===== config.mk =====
export PLATFORM = sky130hd
export DESIGN_NAME = flash_ring_log_writer
export DESIGN_NICKNAME = d
export VERILOG_FILES = /design/src/hw/rtl/frlw_pkg.sv /design/src/hw/rtl/flash_ring_log_writer.sv /design/src/hw/rtl/frlw_crc.sv /design/src/hw/rtl/frlw_front.sv /design/src/hw/rtl/frlw_fifo.sv /design/src/hw/rtl/frlw_back.sv
export SDC_FILE = /design/constraint.sdc
export NUM_CORES = 1
export LEC_CHECK = 0
export BUFFER_PORTS_ARGS = -buffer_cell sky130_fd_sc_hd__buf_4
export CAP_MARGIN = 0
export CORE_MARGIN = 2
export CORE_UTILIZATION = 65
export DETAILED_ROUTE_END_ITERATION = 8
export GPL_TIMING_DRIVEN = 1
export HOLD_SLACK_MARGIN = 0.12
export PLACE_DENSITY = 0.87
export SYNTH_ARGS = -nofsm -noshare
export SYNTH_HDL_FRONTEND = slang
export SYNTH_SLANG_ARGS = --single-unit

===== constraint.sdc =====
create_clock -name clock -period 35.3 [get_ports clock]
set_clock_uncertainty 0.15 [all_clocks]
set_input_delay 7.06 -clock clock [delete_from_list [all_inputs] [get_ports clock]]
set_output_delay 7.06 -clock clock [all_outputs]
set_load 0.02 [all_outputs]

===== src/hw/rtl/frlw_pkg.sv =====
// ----------------------------------------------------------------------------
// frlw_pkg
// Shared types, constants and helpers of the flash ring log writer.
// ----------------------------------------------------------------------------
package frlw_pkg;

   // Default build values
   localparam int unsigned DEF_CHANNELS     = 10;
   localparam int unsigned DEF_SECTOR_BYTES = 4096;
   localparam int unsigned DEF_MAX_SECTORS  = 4096;

   // Fixed field widths
   localparam int unsigned MAX_CH     = 10;
   localparam int unsigned TEMP_W     = 16;
   localparam int unsigned ADDR_W     = 24;
   localparam int unsigned WORD_W     = 32;
   localparam int unsigned CFG_W      = 13;
   localparam int unsigned CMP_W      = CFG_W + 1;
   localparam int unsigned REC_BYTES  = 32;
   localparam int unsigned REC_BITS   = REC_BYTES * 8;
   localparam int unsigned HDR_BYTES  = 64;
   localparam int unsigned BYTE_CNT_W = 5;

   // Header words
   localparam logic [WORD_W-1:0] HDR_MAGIC   = 32'h5345_4354;
   localparam logic [WORD_W-1:0] HDR_VERSION = 32'h0000_0003;
   localparam logic [WORD_W-1:0] FILL_WORD   = 32'hFFFF_FFFF;
   localparam logic [WORD_W-1:0] CRC_INIT    = 32'hFFFF_FFFF;
   localparam logic [WORD_W-1:0] CRC_POLY    = 32'hEDB8_8320;

   // Configuration
   localparam logic [CFG_W-1:0] CFG_RESET        = 13'd16;
   localparam logic             REG_SECTOR_COUNT = 1'b0;

   // Flash commands
   localparam logic CMD_ERASE   = 1'b0;
   localparam logic CMD_PROGRAM = 1'b1;

   // Command index within one item: erase, header words, magic, record words, sequence
   localparam int unsigned  IDX_W         = 5;
   localparam logic [4:0]   IDX_ERASE     = 5'd0;
   localparam logic [4:0]   IDX_VERSION   = 5'd1;
   localparam logic [4:0]   IDX_START_SEQ = 5'd2;
   localparam logic [4:0]   IDX_HDR_CRC   = 5'd3;
   localparam logic [4:0]   IDX_MAGIC     = 5'd16;
   localparam logic [4:0]   IDX_REC_FIRST = 5'd17;
   localparam logic [4:0]   IDX_SEQ       = 5'd24;

   // Job queue
   localparam int unsigned FIFO_DEPTH = 2;

   typedef struct packed {
      logic                change;
      logic [ADDR_W-1:0]   base;
      logic [ADDR_W-1:0]   off;
      logic [WORD_W-1:0]   hdr_crc;
      logic [REC_BITS-1:0] rec;
   } frlw_job_type;

   typedef struct packed {
      logic full;
      logic empty;
   } frlw_fifo_status_type;

   // Lay out a record with 0xFF fill; the CRC is placed later
   function automatic logic [REC_BITS-1:0] build_record(
      input logic [WORD_W-1:0]        seq,
      input logic [WORD_W-1:0]        stamp,
      input logic [MAX_CH*TEMP_W-1:0] temps,
      input int unsigned              channels
   );
      logic [REC_BITS-1:0] rec;
      rec          = '1;
      rec[31:0]    = seq;
      rec[63:32]   = stamp;
      for (int i = 0; i < MAX_CH; i++) begin
         if (i < channels) begin
            rec[64 + TEMP_W*i +: TEMP_W] = temps[TEMP_W*i +: TEMP_W];
         end
      end
      return rec;
   endfunction

endpackage


===== src/hw/rtl/flash_ring_log_writer.sv =====
// ----------------------------------------------------------------------------
// flash_ring_log_writer
// Appends timestamped temperature records to a circular flash sector log
// and emits the erase and program commands, with CRC-32 protected headers
// and records.
//
//   channel   direction  handshake            payload
//   req_      in         req_valid/req_stall  timestamp, temp_0..temp_9
//   rsp_      out        rsp_valid/rsp_stall  command, flash_address,
//                                             write_data, last
//   config    in         APB (psel..pready)   sector_count at byte 0
//
// Front: the byte-serial CRC-32 unit covers the header on a sector change,
// then the record; a new item is taken only once the last one is pushed,
// which waits while the queue is full. Back: one command per cycle while a
// job is queued and rsp_stall is low, 8 per item, 25 on a sector change.
// A two-entry job queue and the output register let either side stall alone.
// Reset is synchronous; sector 0 is taken as prepared, sector_count is 16.
// ----------------------------------------------------------------------------
module flash_ring_log_writer #(
   parameter int unsigned CHANNELS     = frlw_pkg::DEF_CHANNELS,
   parameter int unsigned SECTOR_BYTES = frlw_pkg::DEF_SECTOR_BYTES,
   parameter int unsigned MAX_SECTORS  = frlw_pkg::DEF_MAX_SECTORS
) (
   input  logic                                 clock,
   input  logic                                 reset,
   input  logic                                 req_valid,
   output logic                                 req_stall,
   input  logic [frlw_pkg::WORD_W-1:0]          req_timestamp,
   input  logic signed [frlw_pkg::TEMP_W-1:0]   req_temp_0,
   input  logic signed [frlw_pkg::TEMP_W-1:0]   req_temp_1,
   input  logic signed [frlw_pkg::TEMP_W-1:0]   req_temp_2,
   input  logic signed [frlw_pkg::TEMP_W-1:0]   req_temp_3,
   input  logic signed [frlw_pkg::TEMP_W-1:0]   req_temp_4,
   input  logic signed [frlw_pkg::TEMP_W-1:0]   req_temp_5,
   input  logic signed [frlw_pkg::TEMP_W-1:0]   req_temp_6,
   input  logic signed [frlw_pkg::TEMP_W-1:0]   req_temp_7,
   input  logic signed [frlw_pkg::TEMP_W-1:0]   req_temp_8,
   input  logic signed [frlw_pkg::TEMP_W-1:0]   req_temp_9,
   output logic                                 rsp_valid,
   input  logic                                 rsp_stall,
   output logic                                 rsp_command,
   output logic [frlw_pkg::ADDR_W-1:0]          rsp_flash_address,
   output logic [frlw_pkg::WORD_W-1:0]          rsp_write_data,
   output logic                                 rsp_last,
   input  logic                                 psel,
   input  logic                                 penable,
   input  logic                                 pwrite,
   input  logic [2:0]                           paddr,
   input  logic [31:0]                          pwdata,
   output logic [31:0]                          prdata,
   output logic                                 pready
);
   import frlw_pkg::*;

   logic [CFG_W-1:0]            sector_count_ff;
   logic                        cfg_write;
   logic [MAX_CH*TEMP_W-1:0]    temps;
   logic                        push;
   logic                        pop;
   frlw_job_type                push_job;
   frlw_job_type                head;
   frlw_fifo_status_type        fifo_status;

   // Configuration register
   assign pready    = 1'b1;
   assign cfg_write = psel && penable && pwrite && pready && (paddr[2] == REG_SECTOR_COUNT);

   always_ff @(posedge clock) begin
      if (reset) begin
         sector_count_ff <= CFG_RESET;
      end else if (cfg_write) begin
         sector_count_ff <= pwdata[CFG_W-1:0];
      end
   end

   assign prdata = (paddr[2] == REG_SECTOR_COUNT) ? 32'(sector_count_ff) : '0;

   // Gather the temperatures as raw bit patterns
   assign temps = {req_temp_9, req_temp_8, req_temp_7, req_temp_6, req_temp_5,
                   req_temp_4, req_temp_3, req_temp_2, req_temp_1, req_temp_0};

   frlw_front #(
      .CHANNELS     (CHANNELS),
      .SECTOR_BYTES (SECTOR_BYTES),
      .MAX_SECTORS  (MAX_SECTORS)
   ) u_front (
      .clock         (clock),
      .reset         (reset),
      .req_valid     (req_valid),
      .req_stall     (req_stall),
      .req_timestamp (req_timestamp),
      .req_temps     (temps),
      .sector_count  (sector_count_ff),
      .fifo_status   (fifo_status),
      .push          (push),
      .job           (push_job)
   );

   frlw_fifo u_fifo (
      .clock    (clock),
      .reset    (reset),
      .push     (push),
      .push_job (push_job),
      .pop      (pop),
      .head     (head),
      .status   (fifo_status)
   );

   frlw_back u_back (
      .clock             (clock),
      .reset             (reset),
      .head              (head),
      .fifo_status       (fifo_status),
      .pop               (pop),
      .rsp_valid         (rsp_valid),
      .rsp_stall         (rsp_stall),
      .rsp_command       (rsp_command),
      .rsp_flash_address (rsp_flash_address),
      .rsp_write_data    (rsp_write_data),
      .rsp_last          (rsp_last)
   );

endmodule


===== src/hw/rtl/frlw_crc.sv =====
// ----------------------------------------------------------------------------
// frlw_crc
// Reflected CRC-32, one byte per cycle while byte_valid is high.
// ----------------------------------------------------------------------------
module frlw_crc (
   input  logic                          clock,
   input  logic                          byte_valid,
   input  logic                          start,
   input  logic [7:0]                    data,
   output logic [frlw_pkg::WORD_W-1:0]   crc
);
   import frlw_pkg::*;

   logic [WORD_W-1:0] crc_ff;
   logic [WORD_W-1:0] crc_in;

   // Fold one byte into the running value, restarting on start
   always_comb begin
      crc_in = start ? CRC_INIT : crc_ff;
      crc_in = crc_in ^ {24'h000000, data};
      for (int b = 0; b < 8; b++) begin
         crc_in = crc_in[0] ? ((crc_in >> 1) ^ CRC_POLY) : (crc_in >> 1);
      end
   end

   always_ff @(posedge clock) begin
      if (byte_valid) begin
         crc_ff <= crc_in;
      end
   end

   assign crc = ~crc_ff;

endmodule


===== src/hw/rtl/frlw_front.sv =====
// ----------------------------------------------------------------------------
// frlw_front
// Accepts records, advances the sector and slot, computes the record CRC and,
// on a sector change, the header CRC, and hands a finished job to the queue.
// ----------------------------------------------------------------------------
module frlw_front #(
   parameter int unsigned CHANNELS     = frlw_pkg::DEF_CHANNELS,
   parameter int unsigned SECTOR_BYTES = frlw_pkg::DEF_SECTOR_BYTES,
   parameter int unsigned MAX_SECTORS  = frlw_pkg::DEF_MAX_SECTORS
) (
   input  logic                                          clock,
   input  logic                                          reset,
   input  logic                                          req_valid,
   output logic                                          req_stall,
   input  logic [frlw_pkg::WORD_W-1:0]                   req_timestamp,
   input  logic [frlw_pkg::MAX_CH*frlw_pkg::TEMP_W-1:0]  req_temps,
   input  logic [frlw_pkg::CFG_W-1:0]                    sector_count,
   input  frlw_pkg::frlw_fifo_status_type                fifo_status,
   output logic                                          push,
   output frlw_pkg::frlw_job_type                        job
);
   import frlw_pkg::*;

   localparam int unsigned SW      = (MAX_SECTORS > 1) ? $clog2(MAX_SECTORS) : 1;
   localparam int unsigned SBW     = $clog2(SECTOR_BYTES + 1);
   localparam int unsigned SLOTS   = (SECTOR_BYTES - HDR_BYTES) / REC_BYTES;
   localparam int unsigned SLOT_W  = $clog2(SLOTS + 1);
   localparam int unsigned CRC_LEN = 8 + 2 * CHANNELS;

   typedef enum logic [4:0] {
      F_IDLE = 5'b00001,
      F_ADDR = 5'b00010,
      F_HCRC = 5'b00100,
      F_RCRC = 5'b01000,
      F_PUSH = 5'b10000
   } front_state_type;

   front_state_type         state_ff, state_in;
   logic [BYTE_CNT_W-1:0]   cnt_ff, cnt_in;
   logic [SW-1:0]           sector_ff, sector_in;
   logic [SLOT_W-1:0]       slot_ff, slot_in;
   logic [SLOT_W-1:0]       slot_use_ff;
   logic [WORD_W-1:0]       seq_ff, seq_in;
   logic                    change_ff;
   logic [REC_BITS-1:0]     rec_ff;
   logic [ADDR_W-1:0]       base_ff;
   logic [WORD_W-1:0]       hcrc_ff;

   logic                    accept;
   logic                    change;
   logic [SW:0]             next_wide;
   logic [CFG_W-1:0]        eff_count;
   logic [SW-1:0]           next_sector;
   logic [SW+SBW-1:0]       product;
   logic [63:0]             hdr_bytes;
   logic                    crc_valid;
   logic                    crc_start;
   logic [7:0]              crc_byte;
   logic [WORD_W-1:0]       crc;

   assign req_stall = (state_ff != F_IDLE);
   assign accept    = req_valid && !req_stall;

   // Clamp the configured count and find the next sector with wrap
   always_comb begin
      priority if (sector_count == '0) begin
         eff_count = CFG_W'(1);
      end else if (sector_count > CFG_W'(MAX_SECTORS)) begin
         eff_count = CFG_W'(MAX_SECTORS);
      end else begin
         eff_count = sector_count;
      end
      next_wide   = {1'b0, sector_ff} + 1'b1;
      next_sector = (CMP_W'(next_wide) >= CMP_W'(eff_count)) ? '0 : next_wide[SW-1:0];
      change      = (slot_ff >= SLOT_W'(SLOTS));
   end

   // Sector base address
   assign product = SW'(sector_ff) * SBW'(SECTOR_BYTES);

   // Header bytes covered by the header CRC: version, then start sequence
   assign hdr_bytes = {rec_ff[31:0], HDR_VERSION};

   // Feed the CRC unit from the header or the record
   always_comb begin
      crc_valid = (state_ff == F_HCRC) || (state_ff == F_RCRC);
      crc_start = (cnt_ff == '0);
      crc_byte  = (state_ff == F_HCRC) ? hdr_bytes[8*cnt_ff[2:0] +: 8]
                                       : rec_ff[8*cnt_ff +: 8];
   end

   frlw_crc u_crc (
      .clock      (clock),
      .byte_valid (crc_valid),
      .start      (crc_start),
      .data       (crc_byte),
      .crc        (crc)
   );

   // Sequence the item through address, header CRC, record CRC and hand-off
   always_comb begin
      state_in  = state_ff;
      cnt_in    = cnt_ff;
      sector_in = sector_ff;
      slot_in   = slot_ff;
      seq_in    = seq_ff;
      push      = 1'b0;
      unique case (state_ff)
         F_IDLE: begin
            if (accept) begin
               sector_in = change ? next_sector : sector_ff;
               slot_in   = change ? SLOT_W'(1) : SLOT_W'(slot_ff + 1'b1);
               seq_in    = seq_ff + 1'b1;
               state_in  = F_ADDR;
            end
         end
         F_ADDR: begin
            cnt_in   = '0;
            state_in = change_ff ? F_HCRC : F_RCRC;
         end
         F_HCRC: begin
            if (cnt_ff == BYTE_CNT_W'(7)) begin
               cnt_in   = '0;
               state_in = F_RCRC;
            end else begin
               cnt_in = cnt_ff + 1'b1;
            end
         end
         F_RCRC: begin
            if (cnt_ff == BYTE_CNT_W'(CRC_LEN - 1)) begin
               state_in = F_PUSH;
            end else begin
               cnt_in = cnt_ff + 1'b1;
            end
         end
         F_PUSH: begin
            if (!fifo_status.full) begin
               push     = 1'b1;
               state_in = F_IDLE;
            end
         end
         default: begin
            state_in = F_IDLE;
         end
      endcase
   end

   // Control and log position
   always_ff @(posedge clock) begin
      if (reset) begin
         state_ff  <= F_IDLE;
         cnt_ff    <= '0;
         sector_ff <= '0;
         slot_ff   <= '0;
         seq_ff    <= '0;
      end else begin
         state_ff  <= state_in;
         cnt_ff    <= cnt_in;
         sector_ff <= sector_in;
         slot_ff   <= slot_in;
         seq_ff    <= seq_in;
      end
   end

   // Item payload
   always_ff @(posedge clock) begin
      if (accept) begin
         change_ff   <= change;
         slot_use_ff <= change ? '0 : slot_ff;
         rec_ff      <= build_record(seq_in, req_timestamp, req_temps, CHANNELS);
      end
      if (state_ff == F_ADDR) begin
         base_ff <= ADDR_W'(product);
      end
      // header CRC is complete when the record pass starts
      if ((state_ff == F_RCRC) && (cnt_ff == '0)) begin
         hcrc_ff <= crc;
      end
   end

   // Assemble the job with the record CRC in place
   always_comb begin
      job                            = '0;
      job.change                     = change_ff;
      job.base                       = base_ff;
      job.off                        = base_ff + ADDR_W'(HDR_BYTES)
                                       + (ADDR_W'(slot_use_ff) << 5);
      job.hdr_crc                    = hcrc_ff;
      job.rec                        = rec_ff;
      job.rec[CRC_LEN*8 +: WORD_W]   = crc;
   end

   // A sector change always lands on the first slot
   a_slot_after_change: assert property (@(posedge clock) disable iff (reset)
      accept && change |=> slot_ff == SLOT_W'(1))
      else $error("slot not restarted after sector change");

endmodule


===== src/hw/rtl/frlw_fifo.sv =====
// ----------------------------------------------------------------------------
// frlw_fifo
// Short job queue between the front and the back.
// ----------------------------------------------------------------------------
module frlw_fifo (
   input  logic                             clock,
   input  logic                             reset,
   input  logic                             push,
   input  frlw_pkg::frlw_job_type           push_job,
   input  logic                             pop,
   output frlw_pkg::frlw_job_type           head,
   output frlw_pkg::frlw_fifo_status_type   status
);
   import frlw_pkg::*;

   localparam int unsigned PTR_W = (FIFO_DEPTH > 1) ? $clog2(FIFO_DEPTH) : 1;

   frlw_job_type       entries_ff [FIFO_DEPTH];
   logic [PTR_W-1:0]   wr_ptr_ff, wr_ptr_in;
   logic [PTR_W-1:0]   rd_ptr_ff, rd_ptr_in;
   logic [PTR_W:0]     count_ff, count_in;

   assign status.full  = (count_ff == (PTR_W+1)'(FIFO_DEPTH));
   assign status.empty = (count_ff == '0);
   assign head         = entries_ff[rd_ptr_ff];

   // Advance pointers with wrap
   always_comb begin
      wr_ptr_in = wr_ptr_ff;
      rd_ptr_in = rd_ptr_ff;
      count_in  = count_ff;
      if (push) begin
         wr_ptr_in = (wr_ptr_ff == PTR_W'(FIFO_DEPTH - 1)) ? '0 : wr_ptr_ff + 1'b1;
      end
      if (pop) begin
         rd_ptr_in = (rd_ptr_ff == PTR_W'(FIFO_DEPTH - 1)) ? '0 : rd_ptr_ff + 1'b1;
      end
      priority if (push && !pop) begin
         count_in = count_ff + 1'b1;
      end else if (pop && !push) begin
         count_in = count_ff - 1'b1;
      end else begin
         count_in = count_ff;
      end
   end

   always_ff @(posedge clock) begin
      if (reset) begin
         wr_ptr_ff <= '0;
         rd_ptr_ff <= '0;
         count_ff  <= '0;
      end else begin
         wr_ptr_ff <= wr_ptr_in;
         rd_ptr_ff <= rd_ptr_in;
         count_ff  <= count_in;
      end
   end

   // Store the pushed job
   always_ff @(posedge clock) begin
      if (push) begin
         entries_ff[wr_ptr_ff] <= push_job;
      end
   end

   a_no_overflow: assert property (@(posedge clock) disable iff (reset)
      push |-> !status.full)
      else $error("job pushed into full queue");

   a_no_underflow: assert property (@(posedge clock) disable iff (reset)
      pop |-> !status.empty)
      else $error("job popped from empty queue");

endmodule


===== src/hw/rtl/frlw_back.sv =====
// ----------------------------------------------------------------------------
// frlw_back
// Walks one job through its flash commands into the output register.
// ----------------------------------------------------------------------------
module frlw_back (
   input  logic                             clock,
   input  logic                             reset,
   input  frlw_pkg::frlw_job_type           head,
   input  frlw_pkg::frlw_fifo_status_type   fifo_status,
   output logic                             pop,
   output logic                             rsp_valid,
   input  logic                             rsp_stall,
   output logic                             rsp_command,
   output logic [frlw_pkg::ADDR_W-1:0]      rsp_flash_address,
   output logic [frlw_pkg::WORD_W-1:0]      rsp_write_data,
   output logic                             rsp_last
);
   import frlw_pkg::*;

   logic                started_ff;
   logic [IDX_W-1:0]    idx_ff;
   logic                rsp_valid_ff;
   logic                rsp_command_ff, rsp_command_in;
   logic [ADDR_W-1:0]   rsp_addr_ff, rsp_addr_in;
   logic [WORD_W-1:0]   rsp_data_ff, rsp_data_in;
   logic                rsp_last_ff;

   logic                advance;
   logic                emit;
   logic [IDX_W-1:0]    cur_idx;
   logic [2:0]          rec_w;

   assign advance = !rsp_valid_ff || !rsp_stall;
   assign emit    = advance && !fifo_status.empty;
   assign cur_idx = started_ff ? idx_ff : (head.change ? IDX_ERASE : IDX_REC_FIRST);
   assign pop     = emit && (cur_idx == IDX_SEQ);
   // record word: 1..7 for the body, wraps to 0 for the sequence word
   assign rec_w   = 3'(cur_idx - IDX_MAGIC);

   // Select the command for the current index
   always_comb begin
      rsp_command_in = CMD_PROGRAM;
      rsp_addr_in    = head.base + ADDR_W'({cur_idx[3:0], 2'b00});
      rsp_data_in    = FILL_WORD;
      priority if (cur_idx == IDX_ERASE) begin
         rsp_command_in = CMD_ERASE;
         rsp_data_in    = '0;
      end else if (cur_idx == IDX_VERSION) begin
         rsp_data_in = HDR_VERSION;
      end else if (cur_idx == IDX_START_SEQ) begin
         rsp_data_in = head.rec[31:0];
      end else if (cur_idx == IDX_HDR_CRC) begin
         rsp_data_in = head.hdr_crc;
      end else if (cur_idx < IDX_MAGIC) begin
         rsp_data_in = FILL_WORD;
      end else if (cur_idx == IDX_MAGIC) begin
         rsp_addr_in = head.base;
         rsp_data_in = HDR_MAGIC;
      end else begin
         rsp_addr_in = head.off + ADDR_W'({rec_w, 2'b00});
         rsp_data_in = head.rec[WORD_W*rec_w +: WORD_W];
      end
   end

   // Step through the job and fill the output register
   always_ff @(posedge clock) begin
      if (reset) begin
         started_ff   <= 1'b0;
         idx_ff       <= IDX_ERASE;
         rsp_valid_ff <= 1'b0;
      end else begin
         if (advance) begin
            rsp_valid_ff <= !fifo_status.empty;
         end
         if (emit) begin
            started_ff <= !pop;
            idx_ff     <= cur_idx + 1'b1;
         end
      end
   end

   always_ff @(posedge clock) begin
      if (emit) begin
         rsp_command_ff <= rsp_command_in;
         rsp_addr_ff    <= rsp_addr_in;
         rsp_data_ff    <= rsp_data_in;
         rsp_last_ff    <= pop;
      end
   end

   assign rsp_valid         = rsp_valid_ff;
   assign rsp_command       = rsp_command_ff;
   assign rsp_flash_address = rsp_addr_ff;
   assign rsp_write_data    = rsp_data_ff;
   assign rsp_last          = rsp_last_ff;

   a_last_is_program: assert property (@(posedge clock) disable iff (reset)
      rsp_valid && rsp_last |-> rsp_command == CMD_PROGRAM)
      else $error("final command of an item is not a program");

   a_erase_zero_data: assert property (@(posedge clock) disable iff (reset)
      rsp_valid && (rsp_command == CMD_ERASE) |-> rsp_write_data == '0 && !rsp_last)
      else $error("erase carries data or ends an item");

endmodule

==> impl_metrics.env <==
export IMPL_status="complete, no violations"
export IMPL_io_buffers=283
export IMPL_cts_tree="built"
export IMPL_synth_edf_count=1004
export IMPL_gr_usage_all_layers_pct=33.1
export IMPL_stdcell_count=3870
export IMPL_wire_per_inst_um=29.5
export IMPL_setup_viol=0
export IMPL_drt_initial_drc_count=3529
export IMPL_crit_top_cell="buf_4"
export IMPL_drc=0
export IMPL_crit_cells=3
export IMPL_syn_avg_cell_area_um2=16.9
export IMPL_cp_required_ns=28.09
export IMPL_clk_path_buf_depth=3
export IMPL_htree_levels=3
export IMPL_internal_power_uw=2450
export IMPL_dr_pass1_iters=6
export IMPL_clkPwrFrac_pct=34.1
export IMPL_ys_ff_latch=1090
export IMPL_cpLargestDelayFamily="buffers and inverters"
export IMPL_core_area_um2=67200
export IMPL_crit_buf_inv=2
export IMPL_p_leak_uw=0.0170
export IMPL_fp_row_count=95
export IMPL_vias_per_cell=6.65
export IMPL_grt_pass1_wl_um=168000
export IMPL_cp_max_fo=15
export IMPL_num_vias=25700
export IMPL_antenna_found_initial=0
export IMPL_placed_cells=3677
export IMPL_finalSetupTns_ns=0
export IMPL_place_congestion=0.972
export IMPL_final_nets=3168
export IMPL_fin_crit_sh_pct=41.7
export IMPL_criticalPathCategory="primary input to primary output"
export IMPL_final_util_pct=75.2
export IMPL_rsz0062_at_grt="no"
export IMPL_hp_class="register to register"
export IMPL_pin_count=327
export IMPL_synth_area_leaders="edfxtp_1, mux4_2, dfxtp_1, nand2_1, mux2i_1"
export IMPL_hold_depth=0
export IMPL_yosysSeqAreaShare_pct=72.2
export IMPL_yosysWarnings=0
export IMPL_die_h_um=265
export IMPL_cts_root_buf="clkbuf_16"
export IMPL_crit_arrival_ns=7.52
export IMPL_yosysMostFrequentCell="edfxtp_1"
export IMPL_grt_pass1_vias=26100
export IMPL_overflow=0
export IMPL_synth_top_area_share_pct=68.3
export IMPL_hold_buffers=0
export IMPL_slew_violations=0
export IMPL_netlist_area_um2=44200
export IMPL_post_cts_setup_buffer_count=0
export IMPL_nFillCells=3572
export IMPL_async_flop_share_pct=0
export IMPL_path_cells="buf_4 > nor2b_1 > buf_4"
export IMPL_powerDensity_nw_per_um2=65.4
export IMPL_synthFlopType="edfxtp_1"
export IMPL_ir_drop_mv=0.0645
export IMPL_area_growth_pct=14.4
export IMPL_initial_utilization_pct=65.7
export IMPL_syn_instance_count=2610
export IMPL_end_kind="primary output"
export IMPL_crit_path_start_kind="primary input"
export IMPL_ctsResizeCount=0
export IMPL_synth_common_cells="edfxtp_1, nand2_1, mux4_2"
export IMPL_cpPeakStageDelay_ns=0.16
export IMPL_switching_power_uw=857
export IMPL_die_area_um2=70000
export IMPL_grt_max_degree=185
export IMPL_max_freq_mhz=67.9
export IMPL_numCtsBuffers=103
export IMPL_crit_slowest_cell="buf_4"
export IMPL_seqPwrFrac_pct=52.4
export IMPL_slew_headroom_pct=15.0
export IMPL_worst_pin_slew_ns=1.27
export IMPL_combPwrFrac_pct=13.5
export IMPL_synth_largest_area_cell="edfxtp_1"
export IMPL_clk_pin_slew_worst_paths_ns=0.06
export IMPL_clk_latency_ns=0.67
export IMPL_hold_viol=0
export IMPL_hpwl_um=73100
export IMPL_reg2reg_depth=10
export IMPL_ant_nets=0
export IMPL_drive_above_1_share_pct=23.2
export IMPL_swShare_pct=25.9
export IMPL_die_w_um=265
export IMPL_routed_wl_um=114000
export IMPL_clock_sinks=1090
export IMPL_ys_types=79
export IMPL_maxCapViolCount=0
export IMPL_period_needed_ns=14.73
-- power by group through the flow --
stage               clock, µW  combinational, µW  sequential, µW
floorplan                   0                277            1750
global placement            0                420            1730
detailed placement          0                434            1750
CTS                      1140                441            1720
global route             1180                469            1740
finish                   1130                446            1730
-- worst paths after layout --
| check | from | to | slack (ns) |
|---|---|---|---|
| hold reg to reg | u_front.hcrc_ff[29] | u_fifo.entries_ff[1][285] | 0.30 |
| setup reg to reg | register | u_back.rsp_write_data[11] | 29.53 |
| hold / removal | u_front.hcrc_ff[29] | u_fifo.entries_ff[1][285] | 0.30 |
| setup / recovery | paddr[2] | prdata[3] | 20.57 |
-- metal layers --
metal / GRT usage (%) / part of all wire, % / vias up
met5: 0 / 0 / -
met4: 21.2 / 7.2 / 0
met3: 7.20 / 11 / 398
met2: 53.0 / 49 / 1934
met1: 41.7 / 33 / 12800
li1: - / - / 10600
-- worst reg2reg max path, delay by kind of cell, from the launching register on --
| kind | cells | cell delay (ns) |
|---|---|---|
| flip-flops | 1 | 0.64 |
| AO/OA/AOI/OAI | 4 | 2.10 |
| buffers and inverters | 3 | 1.35 |
| AND/OR/NAND/NOR | 2 | 0.91 |
| adder cells (fa/ha/maj) | 1 | 0.25 |
-- final cells by class --
type	instances	area (µm²)	area share, %
antenna	3	7.51	0.0149
clock buffer	122	2730	5.41
clock inverter	68	703	1.39
inverter	51	195	0.386
multi-input combinational	1341	11500	22.7
sequential	1090	31900	63.1
tap	873	1090	2.16
timing repair buffer	322	2440	4.83
-- cells in the final DEF, fill, tap and decap left out, types with 22 or more instances in the layout --
master     Yosys  layout
a211oi_1      39      39
a21oi_1       67      66
buf_4         23     320
clkbuf_16      0     107
clkinv_1       3      27
conb_1         2      22
dfxtp_1       86      83
edfxtp_1    1004    1004
ha_1          25      25
inv_1         47      46
mux2i_1       89      89
mux4_2       160     160
nand2_1      242     242
nand3_1      122     122
nor2_1       117     115
nor2b_1       73      72
xnor2_1       91      91
xor2_1        48      48
-- stage by stage --
step / instance area [µm²] / hold slack [ns] / setup slack, ns / total power (µW)
final: 50500 / 0.299 / 20.57 / 3300
after detailed placement: 47100 / 0.283 / 20.57 / 2180
after global placement: 47100 / 0.274 / 20.60 / 2150
after floorplan: 44200 / 0.256 / 18.87 / 2030
after CTS: 50500 / 0.295 / 20.57 / 3300
after global routing: 50500 / 0.308 / 20.53 / 3390
-- registers in the layout, summed over array words and instances, names as in the netlist, 2 cells and up, named ones only --
signal / flops
u_front.seq_ff: 32
u_fifo.entries_ff: 640
u_front.rec_ff: 224
u_fifo.count_ff: 2
u_front.base_ff: 12
u_front.cnt_ff: 5
u_front.slot_ff: 7
u_front.state_ff: 5
sector_count_ff: 13
u_back.idx_ff: 5
u_front.slot_use_ff: 7
u_back.rsp_write_data: 32
u_front.u_crc.crc_ff: 32
u_front.hcrc_ff: 32
u_front.sector_ff: 12
u_back.rsp_flash_address: 22
-- kinds of logic after synthesis --
family | count (synthesis) | share of synthesized area (%)
other | 2 | 0.0170
adder cells (fa/ha/maj) | 25 | 0.708
multiplexers | 273 | 11.1
XOR/XNOR | 154 | 3.46
flip-flops | 1090 | 72.2
AND/OR/NAND/NOR | 653 | 7.00
AO/OA/AOI/OAI | 214 | 3.42
buffers and inverters | 199 | 2.14
Power figures use the tool's default switching activity.
